--- src/hw/rtl/atess_pkg.sv ---
`timescale 1ns / 1ps
// ----------------------------------------------------------------------------
// Arc tessellator package
// Shared types, fixed-point constants and helper functions.
// ----------------------------------------------------------------------------
package atess_pkg;

  localparam int MAX_SEGS_DEF = 62;
  localparam int SEG_W        = 6;
  localparam int ANG_W        = 36;
  localparam int ACC_W        = 40;
  localparam int CORDIC_LAST  = 27;

  localparam logic signed [ANG_W-1:0] ANG_PI          = 36'sd843314857;
  localparam logic signed [ANG_W-1:0] ANG_TWO_PI      = 36'sd1686629713;
  localparam logic signed [ANG_W-1:0] ANG_HALF_PI     = 36'sd421657428;
  localparam logic signed [ACC_W-1:0] CORDIC_GAIN_INV = 40'sd652032874;

  typedef struct packed {
    logic signed [31:0] center_x;
    logic signed [31:0] center_y;
    logic signed [31:0] center_z;
    logic signed [31:0] xaxis_x;
    logic signed [31:0] xaxis_y;
    logic signed [31:0] xaxis_z;
    logic signed [31:0] yaxis_x;
    logic signed [31:0] yaxis_y;
    logic signed [31:0] yaxis_z;
    logic        [30:0] radius;
    logic signed [31:0] start_angle;
    logic signed [31:0] end_angle;
  } arc_item_t;

  typedef struct packed {
    logic signed [31:0] point_x;
    logic signed [31:0] point_y;
    logic signed [31:0] point_z;
    logic signed [31:0] tangent_x;
    logic signed [31:0] tangent_y;
    logic signed [31:0] tangent_z;
    logic               last_point;
  } point_item_t;

  typedef struct packed {
    logic [30:0] max_deviation;
    logic [5:0]  min_segments;
    logic [31:0] tangent_step;
  } atess_cfg_t;

  typedef enum logic [4:0] {
    CMD_NOP, CMD_LOAD, CMD_DIVC_INIT, CMD_DIV_STEP, CMD_SQ_MUL, CMD_SQ_INIT,
    CMD_SQ_STEP, CMD_VEC_INIT, CMD_VEC_STEP, CMD_SEG_SAT, CMD_DIVS_INIT,
    CMD_SEG_SET, CMD_COUNT, CMD_DIVU_INIT, CMD_PT_INIT, CMD_PT_U2,
    CMD_E_MUL_HI, CMD_E_MUL_LO, CMD_E_ANG, CMD_E_RED, CMD_ROT_STEP,
    CMD_E_MUL_RC, CMD_E_MUL_RS, CMD_E_AXIS, CMD_E_STORE, CMD_EMIT
  } atess_cmd_t;

  typedef struct packed {
    logic need_acos;
    logic theta_pos;
    logic ang_ok;
    logic cnt_div_last;
    logic cnt_sq_last;
    logic cnt_cor_last;
    logic cnt_ax_last;
    logic second;
    logic last_pt;
  } atess_stat_t;

  // arctangent of 2^-i in Q0.28
  function automatic logic [27:0] atan_step(input logic [4:0] i);
    logic [27:0] v;
    case (i)
      5'd0:    v = 28'd210828714;
      5'd1:    v = 28'd124459457;
      5'd2:    v = 28'd65760959;
      5'd3:    v = 28'd33381290;
      5'd4:    v = 28'd16755422;
      5'd5:    v = 28'd8385879;
      5'd6:    v = 28'd4193963;
      5'd7:    v = 28'd2097109;
      5'd8:    v = 28'd1048571;
      5'd9:    v = 28'd524287;
      5'd10:   v = 28'd262144;
      default: v = 28'd1 << (5'd28 - i);
    endcase
    return v;
  endfunction

  function automatic logic signed [31:0] sat32(input logic signed [ACC_W-1:0] v);
    logic signed [31:0] r;
    if (v > 40'sd2147483647) begin
      r = 32'sh7FFFFFFF;
    end else if (v < -40'sd2147483648) begin
      r = 32'sh80000000;
    end else begin
      r = v[31:0];
    end
    return r;
  endfunction

endpackage

--- src/hw/rtl/atess_ctrl.sv ---
`timescale 1ns / 1ps
// ----------------------------------------------------------------------------
// Arc tessellator controller
// Sequences the datapath through count setup and per-point evaluation.
// ----------------------------------------------------------------------------
module atess_ctrl import atess_pkg::*; (
  input  logic        clk,
  input  logic        rst,
  input  logic        in_valid,
  output logic        in_ready,
  output logic        out_valid,
  input  logic        out_ready,
  input  atess_stat_t st,
  output atess_cmd_t  cmd
);

  typedef enum logic [25:0] {
    S_IDLE   = 26'd1 << 0,
    S_CHECK  = 26'd1 << 1,
    S_DIVC   = 26'd1 << 2,
    S_SQMUL  = 26'd1 << 3,
    S_SQINIT = 26'd1 << 4,
    S_SQRT   = 26'd1 << 5,
    S_VINIT  = 26'd1 << 6,
    S_VEC    = 26'd1 << 7,
    S_SEGCHK = 26'd1 << 8,
    S_DIVS   = 26'd1 << 9,
    S_SEGSET = 26'd1 << 10,
    S_COUNT  = 26'd1 << 11,
    S_DIVUI  = 26'd1 << 12,
    S_DIVU   = 26'd1 << 13,
    S_PINIT  = 26'd1 << 14,
    S_PT     = 26'd1 << 15,
    S_EHI    = 26'd1 << 16,
    S_ELO    = 26'd1 << 17,
    S_EANG   = 26'd1 << 18,
    S_ERED   = 26'd1 << 19,
    S_ECOR   = 26'd1 << 20,
    S_ERC    = 26'd1 << 21,
    S_ERS    = 26'd1 << 22,
    S_EAX    = 26'd1 << 23,
    S_ESTORE = 26'd1 << 24,
    S_EMIT   = 26'd1 << 25
  } state_t;

  state_t state, state_next;
  logic   slot_free;

  assign slot_free = !out_valid || out_ready;
  assign in_ready  = state == S_IDLE;

  always_comb begin
    state_next = state;
    cmd        = CMD_NOP;
    unique case (state)
      S_IDLE: begin
        if (in_valid) begin
          cmd        = CMD_LOAD;
          state_next = S_CHECK;
        end
      end
      S_CHECK: begin
        if (st.need_acos) begin
          cmd        = CMD_DIVC_INIT;
          state_next = S_DIVC;
        end else begin
          state_next = S_COUNT;
        end
      end
      S_DIVC: begin
        cmd = CMD_DIV_STEP;
        if (st.cnt_div_last) state_next = S_SQMUL;
      end
      S_SQMUL: begin
        cmd        = CMD_SQ_MUL;
        state_next = S_SQINIT;
      end
      S_SQINIT: begin
        cmd        = CMD_SQ_INIT;
        state_next = S_SQRT;
      end
      S_SQRT: begin
        cmd = CMD_SQ_STEP;
        if (st.cnt_sq_last) state_next = S_VINIT;
      end
      S_VINIT: begin
        cmd        = CMD_VEC_INIT;
        state_next = S_VEC;
      end
      S_VEC: begin
        cmd = CMD_VEC_STEP;
        if (st.cnt_cor_last) state_next = S_SEGCHK;
      end
      S_SEGCHK: begin
        if (st.theta_pos) begin
          cmd        = CMD_DIVS_INIT;
          state_next = S_DIVS;
        end else begin
          cmd        = CMD_SEG_SAT;
          state_next = S_COUNT;
        end
      end
      S_DIVS: begin
        cmd = CMD_DIV_STEP;
        if (st.cnt_div_last) state_next = S_SEGSET;
      end
      S_SEGSET: begin
        cmd        = CMD_SEG_SET;
        state_next = S_COUNT;
      end
      S_COUNT: begin
        cmd        = CMD_COUNT;
        state_next = S_DIVUI;
      end
      S_DIVUI: begin
        cmd        = CMD_DIVU_INIT;
        state_next = S_DIVU;
      end
      S_DIVU: begin
        cmd = CMD_DIV_STEP;
        if (st.cnt_div_last) state_next = S_PINIT;
      end
      S_PINIT: begin
        cmd        = CMD_PT_INIT;
        state_next = S_PT;
      end
      S_PT: begin
        cmd        = CMD_PT_U2;
        state_next = S_EHI;
      end
      S_EHI: begin
        cmd        = CMD_E_MUL_HI;
        state_next = S_ELO;
      end
      S_ELO: begin
        cmd        = CMD_E_MUL_LO;
        state_next = S_EANG;
      end
      S_EANG: begin
        cmd        = CMD_E_ANG;
        state_next = S_ERED;
      end
      S_ERED: begin
        cmd = CMD_E_RED;
        if (st.ang_ok) state_next = S_ECOR;
      end
      S_ECOR: begin
        cmd = CMD_ROT_STEP;
        if (st.cnt_cor_last) state_next = S_ERC;
      end
      S_ERC: begin
        cmd        = CMD_E_MUL_RC;
        state_next = S_ERS;
      end
      S_ERS: begin
        cmd        = CMD_E_MUL_RS;
        state_next = S_EAX;
      end
      S_EAX: begin
        cmd = CMD_E_AXIS;
        if (st.cnt_ax_last) state_next = S_ESTORE;
      end
      S_ESTORE: begin
        cmd        = CMD_E_STORE;
        state_next = st.second ? S_EMIT : S_EHI;
      end
      S_EMIT: begin
        if (slot_free) begin
          cmd        = CMD_EMIT;
          state_next = st.last_pt ? S_IDLE : S_PT;
        end
      end
      default: state_next = S_IDLE;
    endcase
  end

  always_ff @(posedge clk) begin
    if (rst) begin
      state     <= S_IDLE;
      out_valid <= 1'b0;
    end else begin
      state <= state_next;
      if (cmd == CMD_EMIT) begin
        out_valid <= 1'b1;
      end else if (out_ready) begin
        out_valid <= 1'b0;
      end
    end
  end

  a_no_overwrite: assert property (@(posedge clk) disable iff (rst)
    cmd == CMD_EMIT |-> (!out_valid || out_ready))
    else $error("point register loaded while a request waits");

  a_accept_starts: assert property (@(posedge clk) disable iff (rst)
    (in_valid && in_ready) |=> (state == S_CHECK))
    else $error("accepted arc did not start count setup");

  a_emit_valid: assert property (@(posedge clk) disable iff (rst)
    cmd == CMD_EMIT |=> out_valid)
    else $error("emitted point not presented");

endmodule

--- config.mk ---
export PLATFORM = sky130hd
export DESIGN_NAME = atess_ctrl
export DESIGN_NICKNAME = d
export VERILOG_FILES = /design/src/hw/rtl/atess_pkg.sv /design/src/hw/rtl/atess_ctrl.sv
export SDC_FILE = /design/constraint.sdc
export NUM_CORES = 1
export LEC_CHECK = 0
export ABC_AREA = 1
export BUFFER_PORTS_ARGS = -buffer_cell sky130_fd_sc_hd__buf_2
export CAP_MARGIN = 20
export CELL_PAD_IN_SITES_DETAIL_PLACEMENT = 1
export CELL_PAD_IN_SITES_GLOBAL_PLACEMENT = 2
export CORE_ASPECT_RATIO = 2
export CORE_MARGIN = 10
export CORE_UTILIZATION = 34
export CTS_CLUSTER_SIZE = 10
export DETAILED_ROUTE_END_ITERATION = 8
export PLACE_DENSITY = 0.82
export SLEW_MARGIN = 10
export SYNTH_ARGS = -nofsm -noshare
export SYNTH_HDL_FRONTEND = slang
export SYNTH_SLANG_ARGS = --single-unit
--- constraint.sdc ---
create_clock -name clk -period 4.95 [get_ports clk]
set_input_delay 0.99 -clock clk [delete_from_list [all_inputs] [get_ports clk]]
set_output_delay 0.99 -clock clk [all_outputs]
set_load 0.02 [all_outputs]
==> metrics.txt, run 1 <==
vias per inst roughly 5; Tot Pwr 802.0 µW; grt total ovfl 0; Synth Instances approximately 340; number of max-cap violations 0; # resized after CTS 0; Final Cycle Share 0.6621; Clk pin slew, worst setup/hold paths ~70 ps; starting density of the core 0.3510; worst-skew pair later-pin latency around 280 ps; synthesis-stage register bit count 27; Worst Hold Class reg -> reg; Pwr Density roughly 350 nW/µm²; Synth Warn # 0; die area between 9000 and 10000 µm²; initial DRC count 52; Area Overhead vs Synth 10.03%; Max Transition Viols Final 0; worst-path cell chain nor2_2, nand2_2, inv_2, nand2_4, nor2_4, nand2_1, o22ai_1, a21oi_1, nand4_1, buf_2; Final Wtd Congestion ~0.87; IO Count 20; ANT nets after route 0; H-tree levels 1; DIE HEIGHT ~130 µm; DR vias about 2100; Synth cell types 33; GRT Total Usage 0.1448; Clock Sinks 27; Bufs and invs on worst path 2; Cell Area, Synth roughly 2100 µm²; Final min period 3277 ps; # rows 40; Wirelength per Cell 16.58 µm; Fmax between 0.3 and 0.4 GHz; Max Root-Sink Buffers 2; RSZ-0062 raised after global routing no; worst rel slew slack 0.5753; Worst-Margin Slew ~640 ps; Crit Path Class reg -> out; IO Port Bufs 19; CP Max Fanout 11; initial antenna violation count 0; share of cells above drive strength 1 0.2247; Final Skew ~4.6 ps; Mapped Nets between 300 and 400; CP max stage delay just under 400 ps; # setup viols final 0; Final Non-Filler Cells 419; Nets 370; Post-route DRC 0; root buf cell clkbuf_16; sequential fraction of the synthesis area 0.2564; total wire length around 6900 µm; status finished, final reports clean; Chip Width between 70 and 80 µm; largest net degree at the start of global routing 26; synthesized area per cell between 6 and 7 µm²; VDD IR max between 0.2 and 0.25 mV; TritonRoute pass-1 iters 4; Leak Pwr 1.195 nW; first-pass GRT wire length 10960 µm; vias in the first global route between 2000 and 2500; Post-CTS Setup Bufs 0; Fill cells roughly 800; Post-DP HPWL between 5000 and 6000 µm; Fin Setup TNS 0 ps; Core Footprint 6006 µm²; Antenna Cells 0; CP required between 3000 and 4000 ps; CTS tree yes; CP max-delay cell nor2_4; CP Launch Type register; CP top delay family simple AND/OR/NAND/NOR gates; WP data arrival between 2000 and 2500 ps; hold_buf cts 0; Worst setup EP type primary output; Hold Vio Cnt, Final 0; total CTS buffers 3; placed insts roughly 420
## cells in the mapped netlist
library cell  instances  share of area
nor2_1               78           0.14
nor3_1                3         0.0071
a21oi_1              10          0.024
buf_12                1         0.0095
dfxtp_1              27           0.26
nand2_8               1         0.0095
nand3_2               3          0.014
nand2_4               5          0.027
inv_2                 4         0.0071
nor3b_1               1         0.0036
nor3_2                9          0.043
nor2_4                5          0.027
o21ai_1               1         0.0024
nor2_2               12          0.036
a21boi_0              1         0.0036
or2_2                 1         0.0030
clkbuf_1              2         0.0036
buf_6                 1         0.0053
o22ai_1               1         0.0030
o221ai_1              1         0.0042
buf_1                 1         0.0018
nor4_1                1         0.0030
nand4_1               6          0.018
nor3_4                1         0.0077
a21oi_2               1         0.0042
inv_1                44          0.078
o21ai_0               3         0.0071
nand3_4               1         0.0083
nand4_4               1          0.010
nand3_1              23          0.055
nand2_1              76           0.14
nand2_2              12          0.036
nand3b_4              1         0.0095
## power breakdown
group	internal, mW	switching (mW)
Clock	0.110	0.0879
Combinational	0.102	0.264
Sequential	0.228	0.0101
## through the flow
step	util	area [µm²]	setup slack [ps]	hold slack (ps)
after floorplan	-	2108	2222	478.7
after global placement	0.3729	2240	1970	491.6
after detailed placement	0.3729	2240	1970	502.0
final	0.3863	2320	1673	508.5
after global routing	0.3863	2320	1488	529.6
after CTS	0.3863	2320	1659	513.4
## layer usage
| layer | global-route usage | up-vias | routed length (µm) |
|---|---|---|---|
| li1 | - | 1084 | - |
| met1 | 0.1497 | 969 | 2619 |
| met2 | 0.2635 | 29 | 3891 |
| met3 | 0.02036 | 12 | 184 |
| met4 | 0.07069 | 0 | 254 |
| met5 | 0 | - | 0 |
## tightest hold or removal path: stages (launching register included)
cell	delay [ps]
dfxtp_1	340
nand2_1	70
a21oi_1	50
## worst paths after layout
check        startpoint   endpoint  slack, ps  depth (start not counted)
min reg2reg    state[7]   state[7]        510                          2
max           state[14]     cmd[0]       1670                         10
min            state[7]   state[7]        510                          2
max reg2reg   state[25]  state[24]       2560                         10
## placed cells by master, fill, tap and decap left out, drive strengths merged
master | netlist | layout
nor2 | 95 | 95
nand2 | 94 | 94
inv | 48 | 48
dfxtp | 27 | 27
nand3 | 27 | 27
buf | 3 | 19
nor3 | 13 | 13
a21oi | 11 | 11
nand4 | 7 | 7
o21ai | 4 | 4
clkbuf | 2 | 3
nor3b | 1 | 1
or2 | 1 | 1
o22ai | 1 | 1
nor4 | 1 | 1
nand3b | 1 | 1
a21boi | 1 | 1
o221ai | 1 | 1
clkinv | 0 | 1
## logic make-up (layout without fill, tap and decap cells)
group,Yosys count,count (layout),synth area share
buf+inv,53,71,0.1056
compound gates,18,18,0.04807
simple gates,240,240,0.5899
flops,27,27,0.2564
## layout make-up
| cell class | instances | area [µm²] | share of cell area |
|---|---|---|---|
| Multi-Input combinational cell | 258 | 1345 | 0.5798 |
| Sequential cell | 27 | 540.5 | 0.2330 |
| Inverter | 48 | 180.2 | 0.07767 |
| Timing Repair Buffer | 19 | 95.09 | 0.04099 |
| Tap cell | 63 | 78.83 | 0.03398 |
| Clock buffer | 3 | 75.07 | 0.03236 |
| Clock inverter | 1 | 5.005 | 0.002158 |
## registers in the layout, summed over array words and instances (netlist names)
name       flops
out_valid      1
state         26
(Power assumes the default switching activity.)
==> run 2, diff against run 1 <==
--- a/config.mk
+++ b/config.mk
@@ -12,10 +12,10 @@
 export CELL_PAD_IN_SITES_GLOBAL_PLACEMENT = 2
 export CORE_ASPECT_RATIO = 2
 export CORE_MARGIN = 10
-export CORE_UTILIZATION = 34
+export CORE_UTILIZATION = 32
 export CTS_CLUSTER_SIZE = 10
 export DETAILED_ROUTE_END_ITERATION = 8
-export PLACE_DENSITY = 0.82
+export PLACE_DENSITY = 0.78
 export SLEW_MARGIN = 10
 export SYNTH_ARGS = -nofsm -noshare
 export SYNTH_HDL_FRONTEND = slang
==> constraint.sdc (replaced) <==
create_clock -name clk -period 3.15 [get_ports clk]
set_input_delay 0.63 -clock clk [delete_from_list [all_inputs] [get_ports clk]]
set_output_delay 0.63 -clock clk [all_outputs]
set_load 0.02 [all_outputs]
==> metrics.txt, run 2 (same netlist as run 1, synthesis figures left out) <==
met1 usage 0.1292 (-0.02054); IO Port Bufs 19 (unchanged); number of max-cap violations 0 (unchanged); final instance area 2381 µm² (+2.6%); hold path startpoint state[7]; # resized after CTS 0 (unchanged); Area Overhead vs Synth 12.94%; commonest non-fill, non-tap cells in the layout 78 x nor2_1, 76 x nand2_1, 44 x inv_1; most common cell after layout, fill and taps aside nor2_1; Max Root-Sink Buffers 2 (unchanged); Pwr Density 545.7 nW/µm² (+58%); Core Footprint 6361 µm² (+5.9%); Wirelength per Cell 15.85 µm (-4.4%); largest net degree at the start of global routing 26 (unchanged); root buf cell clkbuf_16; Critical Path Start state[11]; Cell Area, Placed 2268 µm² (+1.3%); Post-DP HPWL 6093 µm (+4.5%); # setup viols final 0 (unchanged); vias in the first global route 2292 (+6.2%); Leak Pwr 1.211 nW (+1.3%); Place WS 458.3 ps (-1512 ps); total CTS buffers 3 (unchanged); share of cells above drive strength 1 0.2333 (+0.008614); status finished, final reports clean; DIE HEIGHT 134.8 µm (+2.6%); TritonRoute pass-1 iters 4 (unchanged); Hold Vio Cnt, Final 0 (unchanged); Final Cycle Share 0.8820; switching power 577.6 µW (+60%); Util after Layout 0.3743 (-0.01194); Antenna Cells 0 (unchanged); Clock Sinks 27 (unchanged); Nets 374 (+1.1%); Final Non-Filler Cells 446 (+6.4%); sequential power share 0.288 (-0.009); Fill cells 890 (+9.9%); Crit Path Class reg -> out; Fmax 0.3599 GHz; met2 track demand over resource 0.2907 (+0.02715); switching portion of total power 0.4446 (-0.006685); grt total ovfl 0 (unchanged); Fin Setup TNS 0 ps (unchanged); Tot Pwr 1.299 mW (+62%); Hold WS 508.0 ps (-0.4830 ps); hold_buf cts 0 (unchanged); placed insts 438 (+5.5%); total wire length 7070 µm (+1.7%); GRT Total Usage 0.1417 (-0.003192); Max Transition Viols Final 0 (unchanged); max reg flops 26 (unchanged); Clk pwr share 0.235 (-0.011); ANT nets after route 0 (unchanged); register bank with the most flops state; Final min period roughly 2800 ps; Final Wtd Congestion 0.8169 (-6.0%); CP Launch Type register; IO Count 20 (unchanged); first-pass GRT wire length 11560 µm (+5.5%); CP required 2520 ps (-1440 ps); initial antenna violation count 0 (unchanged); Setup WS post-layout 371.7 ps (-1301 ps); biggest regs state x26, out_valid x1; CTS tree yes; worst-skew pair later-pin latency 270 ps (about the same); RSZ-0062 raised after global routing no; die area 10430 µm² (+4.9%); vias per inst 4.747 (-5.0%); Chip Width 77.40 µm (+2.3%); Worst Hold Class reg -> reg; Worst setup EP type primary output; Final Skew 4.268 ps (-0.3257 ps); # rows 41 (+2.5%); worst rel slew slack 0.5772 (+0.001818); R2R Path Start state[25]; Clk pin slew, worst setup/hold paths 70 ps (about the same); CP Max Fanout 5 (-6); cell internal pwr 721.6 µW (+64%); DR vias 2117 (+1.1%); starting density of the core 0.3314 (-0.01961); met3 capacity usage during global routing 0.01263 (-0.007729); Comb pwr share 0.477 (+0.020); VDD IR max 0.2460 mV (+21%); WP data arrival 2150 ps (-140 ps); initial DRC count 76 (+46%); H-tree levels 1 (unchanged); Worst-Margin Slew 634.3 ps (-2.728 ps); Post-route DRC 0 (unchanged); layer with the highest usage met2
## run 2: cell count changes in the layout (fill, tap and decap cells not counted)
cell,change
buf_4,+4
clkinv_2,-1
clkinvlp_4,+1
## run 2: final timing paths
kind,to,slack [ps],cells past startpoint
worst max-delay path,cmd[1],370,10
worst min-delay path,state[7],510,2
worst min register to register,state[7],510,2
worst max register to register,state[8],870,10
## run 2: worst max-delay path: stages, from the launching register on
cell	delay, ps
dfxtp_1	330
nor2_1	200
nand2_1	160
nor2_2	290
nand2_1	200
nor2_1	160
inv_1	100
nand3_1	100
nor4_1	60
nand4_1	90
buf_2	180
## run 2: layer usage
layer,wire [µm],vias up
met5,0,-
met4,274,0
met3,99,13
met2,4200,25
met1,2497,987
li1,-,1092
## run 2: area by class of cell
| class | count | area [µm²] | area share |
|---|---|---|---|
| multi-input cells | 258 | 1345 | 0.5649 |
| flip-flops and latches | 27 | 540.5 | 0.2270 |
| inverters | 48 | 180.2 | 0.07567 |
| repair buffers | 23 | 125.1 | 0.05255 |
| well taps | 86 | 107.6 | 0.04519 |
| clock buffers | 3 | 75.07 | 0.03153 |
| clock inverters | 1 | 7.507 | 0.003153 |
## run 2: what timing repair did
action | in CTS | in global routing
setup buffers | 0 | 4
endpoints found under the setup margin | 0 | 1
endpoints found under the hold margin | 0 | 0
## run 2: power groups by stage
stage,registers (mW),clock network (mW),logic (mW)
finish,0.374,0.305,0.620
global route,0.376,0.323,0.681
CTS,0.374,0.314,0.592
detailed placement,0.382,0,0.592
global placement,0.380,0,0.585
floorplan,0.378,0,0.455
